File: src/hw/rtl/mla_pkg.sv
package mla_pkg;

  localparam int MAX_CH    = 8;
  localparam int SAMPLE_W  = 12;
  localparam int LIM_W     = 13;
  localparam int CMP_W     = 14;
  localparam int REG_W     = 52;
  localparam int CFG_IDX_W = 3;
  localparam int COUNT_W   = 4;

  localparam logic [MAX_CH-1:0] ENABLE_RESET = '1;
  localparam logic [REG_W-1:0]  LOW_RESET    = '0;
  localparam logic [REG_W-1:0]  HIGH_RESET   = {4{13'd4096}};

  typedef enum logic [CFG_IDX_W-1:0] {
    CFG_ENABLE  = 3'd0,
    CFG_LOW_LO  = 3'd1,
    CFG_LOW_HI  = 3'd2,
    CFG_HIGH_LO = 3'd3,
    CFG_HIGH_HI = 3'd4
  } cfg_reg_t;

  typedef struct packed {
    logic oor;
    logic alert;
    logic high;
    logic low;
  } lane_res_t;

endpackage

File: src/hw/rtl/mla_if.sv
interface mla_in_if;
  logic        valid;
  logic        ready;
  logic [11:0] sample_ch0;
  logic [11:0] sample_ch1;
  logic [11:0] sample_ch2;
  logic [11:0] sample_ch3;
  logic [11:0] sample_ch4;
  logic [11:0] sample_ch5;
  logic [11:0] sample_ch6;
  logic [11:0] sample_ch7;

  modport source (
    output valid, sample_ch0, sample_ch1, sample_ch2, sample_ch3,
           sample_ch4, sample_ch5, sample_ch6, sample_ch7,
    input  ready
  );
  modport sink (
    input  valid, sample_ch0, sample_ch1, sample_ch2, sample_ch3,
           sample_ch4, sample_ch5, sample_ch6, sample_ch7,
    output ready
  );
endinterface

interface mla_out_if;
  logic       valid;
  logic       ready;
  logic       alert_raised;
  logic [3:0] out_of_range_count;
  logic [7:0] out_of_range_mask;
  logic [7:0] high_alarm_mask;
  logic [7:0] low_alarm_mask;

  modport source (
    output valid, alert_raised, out_of_range_count, out_of_range_mask,
           high_alarm_mask, low_alarm_mask,
    input  ready
  );
  modport sink (
    input  valid, alert_raised, out_of_range_count, out_of_range_mask,
           high_alarm_mask, low_alarm_mask,
    output ready
  );
endinterface

File: src/hw/rtl/mla_lane.sv
module mla_lane
  import mla_pkg::*;
#(
  parameter int HYSTERESIS = 100,
  parameter int FULL_SCALE = 4096
) (
  input  logic                clk,
  input  logic                rst_n,
  input  logic                take,
  input  logic                en,
  input  logic [SAMPLE_W-1:0] sample,
  input  logic [LIM_W-1:0]    min_lim,
  input  logic [LIM_W-1:0]    max_lim,
  output lane_res_t           res
);

  localparam logic [CMP_W-1:0] HYST_X = CMP_W'(HYSTERESIS);
  localparam logic [CMP_W-1:0] FS_X   = CMP_W'(FULL_SCALE);

  logic             high_r, high_nxt;
  logic             low_r, low_nxt;
  logic             alert;
  logic [CMP_W-1:0] s_x, mn_x, mx_x, lo_sum;
  logic             above, below, hi_clear, lo_clear;

  assign s_x    = CMP_W'(sample);
  assign mn_x   = CMP_W'(min_lim);
  assign mx_x   = CMP_W'(max_lim);
  assign lo_sum = mn_x + HYST_X;
  assign above  = s_x > mx_x;
  assign below  = s_x < mn_x;

  assign hi_clear = (mx_x > HYST_X) ? ((s_x + HYST_X) < mx_x) : (s_x < mx_x);
  assign lo_clear = (lo_sum < FS_X) ? (s_x > lo_sum) : (s_x > mn_x);

  always_comb begin
    high_nxt = high_r;
    low_nxt  = low_r;
    alert    = 1'b0;
    if (en) begin
      priority if (high_r) begin
        if (hi_clear) high_nxt = 1'b0;
      end else if (low_r) begin
        if (lo_clear) low_nxt = 1'b0;
      end else if (above) begin
        high_nxt = 1'b1;
        alert    = 1'b1;
      end else if (below) begin
        low_nxt = 1'b1;
        alert   = 1'b1;
      end else begin
        alert = 1'b0;
      end
    end
  end

  always_ff @(posedge clk) begin
    if (!rst_n) begin
      high_r <= 1'b0;
      low_r  <= 1'b0;
    end else if (take) begin
      high_r <= high_nxt;
      low_r  <= low_nxt;
    end
  end

  assign res.oor   = en & (above | below);
  assign res.alert = alert;
  assign res.high  = high_nxt;
  assign res.low   = low_nxt;

endmodule

File: src/hw/rtl/mla_merge.sv
module mla_merge
  import mla_pkg::*;
(
  input  logic       clk,
  input  logic       rst_n,
  input  logic       take,
  input  lane_res_t  lane_res [MAX_CH],
  output logic       room,
  mla_out_if.source  out_word
);

  logic               valid_r;
  logic               alert_r, alert_nxt;
  logic [COUNT_W-1:0] count_r, count_nxt;
  logic [MAX_CH-1:0]  oor_r, oor_nxt;
  logic [MAX_CH-1:0]  high_r, high_nxt;
  logic [MAX_CH-1:0]  low_r, low_nxt;

  always_comb begin
    alert_nxt = 1'b0;
    count_nxt = '0;
    for (int i = 0; i < MAX_CH; i++) begin
      alert_nxt   = alert_nxt | lane_res[i].alert;
      count_nxt   = count_nxt + COUNT_W'(lane_res[i].oor);
      oor_nxt[i]  = lane_res[i].oor;
      high_nxt[i] = lane_res[i].high;
      low_nxt[i]  = lane_res[i].low;
    end
  end

  assign room = !valid_r || out_word.ready;

  always_ff @(posedge clk) begin
    if (!rst_n) begin
      valid_r <= 1'b0;
    end else if (room) begin
      valid_r <= take;
    end
  end

  always_ff @(posedge clk) begin
    if (take) begin
      alert_r <= alert_nxt;
      count_r <= count_nxt;
      oor_r   <= oor_nxt;
      high_r  <= high_nxt;
      low_r   <= low_nxt;
    end
  end

  assign out_word.valid              = valid_r;
  assign out_word.alert_raised       = alert_r;
  assign out_word.out_of_range_count = count_r;
  assign out_word.out_of_range_mask  = oor_r;
  assign out_word.high_alarm_mask    = high_r;
  assign out_word.low_alarm_mask     = low_r;

endmodule

File: src/hw/rtl/multichannel_limit_alarm_core.sv
// Window comparator with hysteresis over eight 12-bit converter channels. Each
// input word is one scan; every enabled channel is checked against its 13-bit
// lower and upper limits, out-of-range channels are counted and masked, and a
// per-channel high or low alarm is latched on a limit crossing and released with
// HYSTERESIS counts of margin. One result word per scan. A scan's result is
// registered in the cycle after acceptance; one lane per channel does the compare
// and alarm update in parallel and a merge stage counts, so a new scan is
// accepted every cycle while the output is free or being taken. Channels at or
// above CHANNELS read as disabled. Write limits and enables only while idle.
module multichannel_limit_alarm_core
  import mla_pkg::*;
#(
  parameter int CHANNELS   = 8,
  parameter int HYSTERESIS = 100,
  parameter int FULL_SCALE = 4096
) (
  input  logic                 clk,
  input  logic                 rst_n,
  input  logic                 cfg_we,
  input  logic [CFG_IDX_W-1:0] cfg_index,
  input  logic [REG_W-1:0]     cfg_wdata,
  mla_in_if.sink               in_word,
  mla_out_if.source            out_word
);

  logic [MAX_CH-1:0]   enable_r;
  logic [REG_W-1:0]    low_lo_r, low_hi_r, high_lo_r, high_hi_r;
  logic [2*REG_W-1:0]  low_all, high_all;
  logic [SAMPLE_W-1:0] samples [MAX_CH];
  lane_res_t           lane_res [MAX_CH];
  logic                room;
  logic                take;

  always_ff @(posedge clk) begin
    if (!rst_n) begin
      enable_r  <= ENABLE_RESET;
      low_lo_r  <= LOW_RESET;
      low_hi_r  <= LOW_RESET;
      high_lo_r <= HIGH_RESET;
      high_hi_r <= HIGH_RESET;
    end else if (cfg_we) begin
      case (cfg_reg_t'(cfg_index))
        CFG_ENABLE:  enable_r  <= cfg_wdata[MAX_CH-1:0];
        CFG_LOW_LO:  low_lo_r  <= cfg_wdata;
        CFG_LOW_HI:  low_hi_r  <= cfg_wdata;
        CFG_HIGH_LO: high_lo_r <= cfg_wdata;
        CFG_HIGH_HI: high_hi_r <= cfg_wdata;
        default: ;
      endcase
    end
  end

  assign low_all  = {low_hi_r, low_lo_r};
  assign high_all = {high_hi_r, high_lo_r};

  assign samples[0] = in_word.sample_ch0;
  assign samples[1] = in_word.sample_ch1;
  assign samples[2] = in_word.sample_ch2;
  assign samples[3] = in_word.sample_ch3;
  assign samples[4] = in_word.sample_ch4;
  assign samples[5] = in_word.sample_ch5;
  assign samples[6] = in_word.sample_ch6;
  assign samples[7] = in_word.sample_ch7;

  assign in_word.ready = room;
  assign take          = in_word.valid && room;

  for (genvar g = 0; g < MAX_CH; g++) begin : g_lane
    if (g < CHANNELS) begin : g_on
      mla_lane #(
        .HYSTERESIS (HYSTERESIS),
        .FULL_SCALE (FULL_SCALE)
      ) u_lane (
        .clk     (clk),
        .rst_n   (rst_n),
        .take    (take),
        .en      (enable_r[g]),
        .sample  (samples[g]),
        .min_lim (low_all[LIM_W*g +: LIM_W]),
        .max_lim (high_all[LIM_W*g +: LIM_W]),
        .res     (lane_res[g])
      );
    end else begin : g_off
      assign lane_res[g] = '0;
    end
  end

  mla_merge u_merge (
    .clk      (clk),
    .rst_n    (rst_n),
    .take     (take),
    .lane_res (lane_res),
    .room     (room),
    .out_word (out_word)
  );

endmodule
File: src/flat_wrapper.sv
// flat-port wrapper written by rule: the top's interface ports become plain ports
module multichannel_limit_alarm_core_flat import mla_pkg::*;
#(
  parameter int CHANNELS   = 8,
  parameter int HYSTERESIS = 100,
  parameter int FULL_SCALE = 4096
)
  (clk, rst_n, cfg_we, cfg_index, cfg_wdata, in_word_valid, in_word_sample_ch0, in_word_sample_ch1, in_word_sample_ch2, in_word_sample_ch3, in_word_sample_ch4, in_word_sample_ch5, in_word_sample_ch6, in_word_sample_ch7, in_word_ready, out_word_valid, out_word_alert_raised, out_word_out_of_range_count, out_word_out_of_range_mask, out_word_high_alarm_mask, out_word_low_alarm_mask, out_word_ready);
  mla_in_if in_word_i ();
  mla_out_if out_word_i ();
  input  logic clk;
  input  logic rst_n;
  input  logic cfg_we;
  input  logic [CFG_IDX_W-1:0] cfg_index;
  input  logic [REG_W-1:0] cfg_wdata;
  input wire logic [$bits(in_word_i.valid)-1:0] in_word_valid;
  input wire logic [$bits(in_word_i.sample_ch0)-1:0] in_word_sample_ch0;
  input wire logic [$bits(in_word_i.sample_ch1)-1:0] in_word_sample_ch1;
  input wire logic [$bits(in_word_i.sample_ch2)-1:0] in_word_sample_ch2;
  input wire logic [$bits(in_word_i.sample_ch3)-1:0] in_word_sample_ch3;
  input wire logic [$bits(in_word_i.sample_ch4)-1:0] in_word_sample_ch4;
  input wire logic [$bits(in_word_i.sample_ch5)-1:0] in_word_sample_ch5;
  input wire logic [$bits(in_word_i.sample_ch6)-1:0] in_word_sample_ch6;
  input wire logic [$bits(in_word_i.sample_ch7)-1:0] in_word_sample_ch7;
  output wire logic [$bits(in_word_i.ready)-1:0] in_word_ready;
  output wire logic [$bits(out_word_i.valid)-1:0] out_word_valid;
  output wire logic [$bits(out_word_i.alert_raised)-1:0] out_word_alert_raised;
  output wire logic [$bits(out_word_i.out_of_range_count)-1:0] out_word_out_of_range_count;
  output wire logic [$bits(out_word_i.out_of_range_mask)-1:0] out_word_out_of_range_mask;
  output wire logic [$bits(out_word_i.high_alarm_mask)-1:0] out_word_high_alarm_mask;
  output wire logic [$bits(out_word_i.low_alarm_mask)-1:0] out_word_low_alarm_mask;
  input wire logic [$bits(out_word_i.ready)-1:0] out_word_ready;
  assign in_word_i.valid = in_word_valid;
  assign in_word_i.sample_ch0 = in_word_sample_ch0;
  assign in_word_i.sample_ch1 = in_word_sample_ch1;
  assign in_word_i.sample_ch2 = in_word_sample_ch2;
  assign in_word_i.sample_ch3 = in_word_sample_ch3;
  assign in_word_i.sample_ch4 = in_word_sample_ch4;
  assign in_word_i.sample_ch5 = in_word_sample_ch5;
  assign in_word_i.sample_ch6 = in_word_sample_ch6;
  assign in_word_i.sample_ch7 = in_word_sample_ch7;
  assign in_word_ready = in_word_i.ready;
  assign out_word_valid = out_word_i.valid;
  assign out_word_alert_raised = out_word_i.alert_raised;
  assign out_word_out_of_range_count = out_word_i.out_of_range_count;
  assign out_word_out_of_range_mask = out_word_i.out_of_range_mask;
  assign out_word_high_alarm_mask = out_word_i.high_alarm_mask;
  assign out_word_low_alarm_mask = out_word_i.low_alarm_mask;
  assign out_word_i.ready = out_word_ready;
  multichannel_limit_alarm_core #(.CHANNELS(CHANNELS), .HYSTERESIS(HYSTERESIS), .FULL_SCALE(FULL_SCALE)) u_core (.clk(clk), .rst_n(rst_n), .cfg_we(cfg_we), .cfg_index(cfg_index), .cfg_wdata(cfg_wdata), .in_word(in_word_i), .out_word(out_word_i));
endmodule
File: config.mk
export PLATFORM = sky130hd
export DESIGN_NAME = multichannel_limit_alarm_core_flat
export DESIGN_NICKNAME = d
export VERILOG_FILES = /design/src/hw/rtl/mla_pkg.sv /design/src/hw/rtl/mla_if.sv /design/src/hw/rtl/mla_lane.sv /design/src/hw/rtl/mla_merge.sv /design/src/hw/rtl/multichannel_limit_alarm_core.sv /design/src/flat_wrapper.sv
export SDC_FILE = /design/constraint.sdc
export NUM_CORES = 1
export LEC_CHECK = 0
export ABC_CLOCK_PERIOD_IN_PS = 4530
export BUFFER_PORTS_ARGS = -buffer_cell sky130_fd_sc_hd__buf_2
export CAP_MARGIN = 15
export CELL_PAD_IN_SITES_DETAIL_PLACEMENT = 1
export CELL_PAD_IN_SITES_GLOBAL_PLACEMENT = 2
export CORE_ASPECT_RATIO = 0.9
export CORE_MARGIN = 2
export CORE_UTILIZATION = 33
export DETAILED_ROUTE_END_ITERATION = 8
export PLACE_DENSITY_LB_ADDON = 0.1
export SLEW_MARGIN = 10
export SYNTH_ARGS = -nofsm -noshare
export SYNTH_HDL_FRONTEND = slang
export SYNTH_SLANG_ARGS = --single-unit
File: constraint.sdc
create_clock -name clk -period 4.53 [get_ports clk]
set_clock_uncertainty 0.15 [all_clocks]
set_input_delay 0 -clock clk [delete_from_list [all_inputs] [get_ports clk]]
set_output_delay 0 -clock clk [all_outputs]
set_load 0.01 [all_outputs]
==> results.txt <==
----------------------------------------------------
[Run status]
  Run status ... complete, but fails checks
  Violations in the final reports ... setup timing

[Routing]
  DRC violations left ... 0
  Routed wirelength normalized by instance count ... slightly below 20 um
  Total Wirelength ... 76.7 mm
  Count of nets left with antenna violations after detail routing ... 0
  DR pass1 iterations ... 5
  Per-cell via count in the routed design ... around 5.2
  Number of DRC violations after detailed-routing iteration 0 ... approximately 900
  Routed via count ... 20.3k

[Finish]
  Number of antenna cells inserted ... 0
  Non-Filler Cell Area, Final ... 25900 um2
  Layout-stage area growth over the synthesis result ... 22.1%
  Share of cells above drive strength 1 ... between 10% and 20%
  Final core area utilization ... approximately two fifths
  Final-layout fill cell count ... 7730
  Net count, final ... 3567

[Worst setup path]
  CP max stage delay ... 0.56 ns
  Cell depth of the worst flop-to-flop path ... 18
  Series of cell instances along the critical path ... inv_2, ha_4, nor2b_4, o21a_1, a2111oi_2, buf_4, o21a_4, nor2_4, o21a_1, fa_1, inv_2, fa_1, fa_1, inv_1, ha_2, inv_2, fa_2, inv_1
  Worst path top cell family by delay ... adder cells
  Slowest cell on the critical path ... sky130_fd_sc_hd__fa_1
  Crit path buf inv count ... 6
  Kind of capture point of the worst setup path ... flop
  Maximum net fanout on the critical path ... 2
  Critical path arrival ... between 4 and 5 ns
  Startpoint types ... flop
  Depth of the critical timing path with buffers and inverters included ... 18
  Crit path required time ... 4.68 ns
  Setup Crit Path Kind ... reg2reg

[Synthesis]
  Area share of fa/ha/maj cells after synthesis ... 22.8%
  Cell area after synthesis ... ~21000 um2
  YS warnings ... 0
  Sequential area share after synthesis ... 26.1%
  EDFF count, synth ... 29
  Count of distinct cell types in the synthesized netlist ... 81
  Total of flip-flops plus latches after synthesis ... 262
  Fraction of the mapped netlist area in compound gates ... 17.8%
  Dominant combinational cell family by area after synthesis ... adder cells
  Most area-consuming cells after synthesis ... sky130_fd_sc_hd__ha_1 (22%), sky130_fd_sc_hd__dfxtp_1 (22%), sky130_fd_sc_hd__nand2_1 (9.4%), sky130_fd_sc_hd__a21oi_1 (6.9%), sky130_fd_sc_hd__inv_1 (4.5%)
  Post-synthesis share of cell area spent on and, or, nand and nor gates ... 22.3%
  Cell taking the most area after synthesis ... sky130_fd_sc_hd__ha_1
  Portion of synthesized cell area occupied by the leading cell type ... 22.4%
  Post-Synth XOR/XNOR Area ... 4.75%
  Net count after synthesis ... 3271
  Commonest register cell after synthesis ... sky130_fd_sc_hd__dfxtp_1
  Mean area per synthesized cell ... 7.75 um2
  Async set-reset flop share out of synthesis ... 0%
  Share of cell area taken by muxes after synthesis ... less than 1%
  Gate count after technology mapping ... 2732

[Global route]
  Vias in the first global route ... 21.3k
  Pin count of the biggest net entering global routing ... around 120
  Wire length of the first global-routing pass ... approximately 120 mm
  Overflow left after global routing ... 0
  GR Util All Layers ... 23.1%
  Antenna violations before repair ... 1

[Timing]
  Unrepaired setup endpoints after global routing ... true
  Setup total negative slack ... -0.00627 ns
  Max-slew violation total from the final report ... 0
  Period utilization ... 100%
  Worst hold-check slack ... 0.0424 ns
  Final Worst Setup Slack ... -0.00627 ns
  Slew at the pin closest to its max-slew limit ... around 1.1 ns
  Final number of hold-violating endpoints ... 0
  Final critical delay including setup and external delays ... 4.54 ns
  Final setup violation count ... 1
  Fmax achieved ... around 220 MHz
  Worst rel slew slack ... about a quarter

[Min path]
  Path type of the worst min-delay path ... in2reg
  Hold depth ... 6

[Floorplanning]
  Die area ... 66200 um2
  Top-level port count ... about 190
  Floorplan core area ... about 64000 um2
  Die width ... around 270 um
  Floorplan row count ... 88
  Die Y-Extent ... 244 um
  Effective utilization at floorplan ... between 30% and 40%

[Pwr]
  Peak supply drop ... 0.182 mV
  Total power divided by cell area ... 279 nW/um2
  Leakage Power ... 10.2 nW

[Clocking]
  CTS clock-pin slew for the worst setup and hold paths ... 0.06 ns
  Insertion delay of the later-clocked pin in the worst-skew pair ... 0.55 ns
  Total clock sinks ... 262
  CTS tree ... built
  Clock tree root buffer cell ... sky130_fd_sc_hd__clkbuf_16
  CTS max path bufs ... 3
  Number of buffers created by CTS ... 37
  CTS H-tree depth ... 2

[Run]
  Number of maximum-capacitance violations ... 0

[Placed design]
  Post-DP Area ... approximately 23000 um2
  GPL Wtd Cong ... 0.865
  Port Buf Inserts ... 186
  HPWL Detailed ... around 60 mm

----------------------------------------------------
## cell usage in the layout (no fill, tap or decap), types with 12 or more instances in the layout
cell	count
sky130_fd_sc_hd__o21a_1	25
sky130_fd_sc_hd__a21o_1	32
sky130_fd_sc_hd__nor3_1	33
sky130_fd_sc_hd__xor2_1	35
sky130_fd_sc_hd__nand4_1	59
sky130_fd_sc_hd__ha_1	368
sky130_fd_sc_hd__nand3_1	73
sky130_fd_sc_hd__dlygate4sd3_1	62
sky130_fd_sc_hd__o211ai_1	16
sky130_fd_sc_hd__edfxtp_1	29
sky130_fd_sc_hd__nor2b_1	24
sky130_fd_sc_hd__a21oi_1	287
sky130_fd_sc_hd__nand2b_1	35
sky130_fd_sc_hd__buf_4	85
sky130_fd_sc_hd__buf_2	186
sky130_fd_sc_hd__inv_2	12
sky130_fd_sc_hd__nand4b_1	16
sky130_fd_sc_hd__nor4_1	23
sky130_fd_sc_hd__clkbuf_16	43
sky130_fd_sc_hd__a311oi_1	15
sky130_fd_sc_hd__a31oi_1	12
sky130_fd_sc_hd__dfxtp_1	222
sky130_fd_sc_hd__o21ai_1	19
sky130_fd_sc_hd__o21ai_0	60
sky130_fd_sc_hd__nand2_1	531
sky130_fd_sc_hd__inv_1	243
sky130_fd_sc_hd__nor2_1	135
sky130_fd_sc_hd__and2_1	14
sky130_fd_sc_hd__xnor2_1	79
sky130_fd_sc_hd__a211oi_1	25
## sequential cells by signal, indices dropped and copies added, names as in the netlist
| register | cells |
|---|---|
| u_core.high_hi_r | 52 |
| u_core.high_lo_r | 52 |
| u_core.low_hi_r | 52 |
| u_core.low_lo_r | 52 |
| u_core.enable_r | 8 |
| u_core.g_lane.g_on.u_lane.high_r | 8 |
| u_core.g_lane.g_on.u_lane.low_r | 8 |
| u_core.u_merge.out_word.high_alarm_mask | 8 |
| u_core.u_merge.out_word.low_alarm_mask | 8 |
| u_core.u_merge.out_word.out_of_range_mask | 8 |
| u_core.u_merge.out_word.out_of_range_count | 4 |
| u_core.u_merge.out_word.alert_raised | 1 |
| u_core.u_merge.out_word.valid | 1 |
## logic make-up after synthesis
family	after synthesis
buf+inv	333
xor+xnor	115
compound gates	607
fa+ha+maj	383
simple gates	1024
mux	8
flops	262
## tightest hold or removal path, delay by kind of cell
kind | cells | cell delay, ns
and+or+nand+nor | 2 | 0.20
adders and majority gates | 1 | 0.14
AOI/OAI and AO/OA | 2 | 0.21
buffers and inverters | 1 | 0.15
## worst paths after layout
check	startpoint	to	slack (ns)
setup / recovery	u_core.high_hi_r[40]	u_core.u_merge.out_word.out_of_range_count[1]	-0.006
hold / removal	in_word_sample_ch1[7]	u_core.g_lane[1].g_on.u_lane.high_r	0.04
setup reg to reg	u_core.high_hi_r[40]	u_core.u_merge.out_word.out_of_range_count[1]	-0.006
hold reg to reg	u_core.low_hi_r[19]	u_core.low_hi_r[19]	0.30
## layer usage
metal	part of all wire (%)	global-route usage [%]
met1	49	31.9
met3	2.8	2.55
met5	0	0
met2	46	38.6
met4	1.8	5.00
## through the flow
| stage | std cells | setup slack (ns) | total power [mW] |
|---|---|---|---|
| after floorplan | 2732 | 0.189 | 3.40 |
| after global placement | 3770 | -0.162 | 3.99 |
| after detailed placement | 3770 | -0.223 | 4.05 |
| after CTS | 3902 | -0.114 | 7.30 |
| after global routing | 3912 | -0.114 | 7.64 |
| final | 3912 | -0.00627 | 7.22 |
## synth_stat cells, types with 19 or more instances
library cell               count
sky130_fd_sc_hd__nor2_1      138
sky130_fd_sc_hd__nand4_1      59
sky130_fd_sc_hd__clkbuf_1     67
sky130_fd_sc_hd__nor4_1       24
sky130_fd_sc_hd__nand2_1     531
sky130_fd_sc_hd__o21ai_0      60
sky130_fd_sc_hd__a21o_1       32
sky130_fd_sc_hd__xnor2_1      80
sky130_fd_sc_hd__nor2b_1      27
sky130_fd_sc_hd__o21ai_1      19
sky130_fd_sc_hd__a211oi_1     25
sky130_fd_sc_hd__a21oi_1     293
sky130_fd_sc_hd__nand2b_1     35
sky130_fd_sc_hd__dfxtp_1     233
sky130_fd_sc_hd__xor2_1       35
sky130_fd_sc_hd__o21a_1       27
sky130_fd_sc_hd__nor3_1       37
sky130_fd_sc_hd__inv_1       254
sky130_fd_sc_hd__edfxtp_1     29
sky130_fd_sc_hd__nand3_1      75
sky130_fd_sc_hd__ha_1        379
## report_power, final
| part | internal [mW] | switching [mW] |
|---|---|---|
| Clock | 1.93 | 1.20 |
| Sequential | 2.45 | 0.0725 |
| Combinational | 0.641 | 0.921 |
| Total | 5.02 | 2.20 |
## timing repair
item | 4_1_cts | 5_1_grt
hold buffers | 62 | 0
endpoints found under the setup margin | 2 | 2
resized for setup | 23 | 50
endpoints found under the hold margin | 228 | 0
pin swaps | 12 | 25
setup buffers | 2 | 9
## final cells by class
class | instances | area, um2 | area share [%]
repair buffers | 334 | 2210 | 8.54
clock buffers | 52 | 1170 | 4.52
well taps | 855 | 1070 | 4.14
inverters | 256 | 966 | 3.74
flip-flops and latches | 262 | 5550 | 21.5
clock inverters | 16 | 155 | 0.600
multi-input cells | 2137 | 14700 | 57.0
Note: power is estimated with default switching activity, not from simulation.
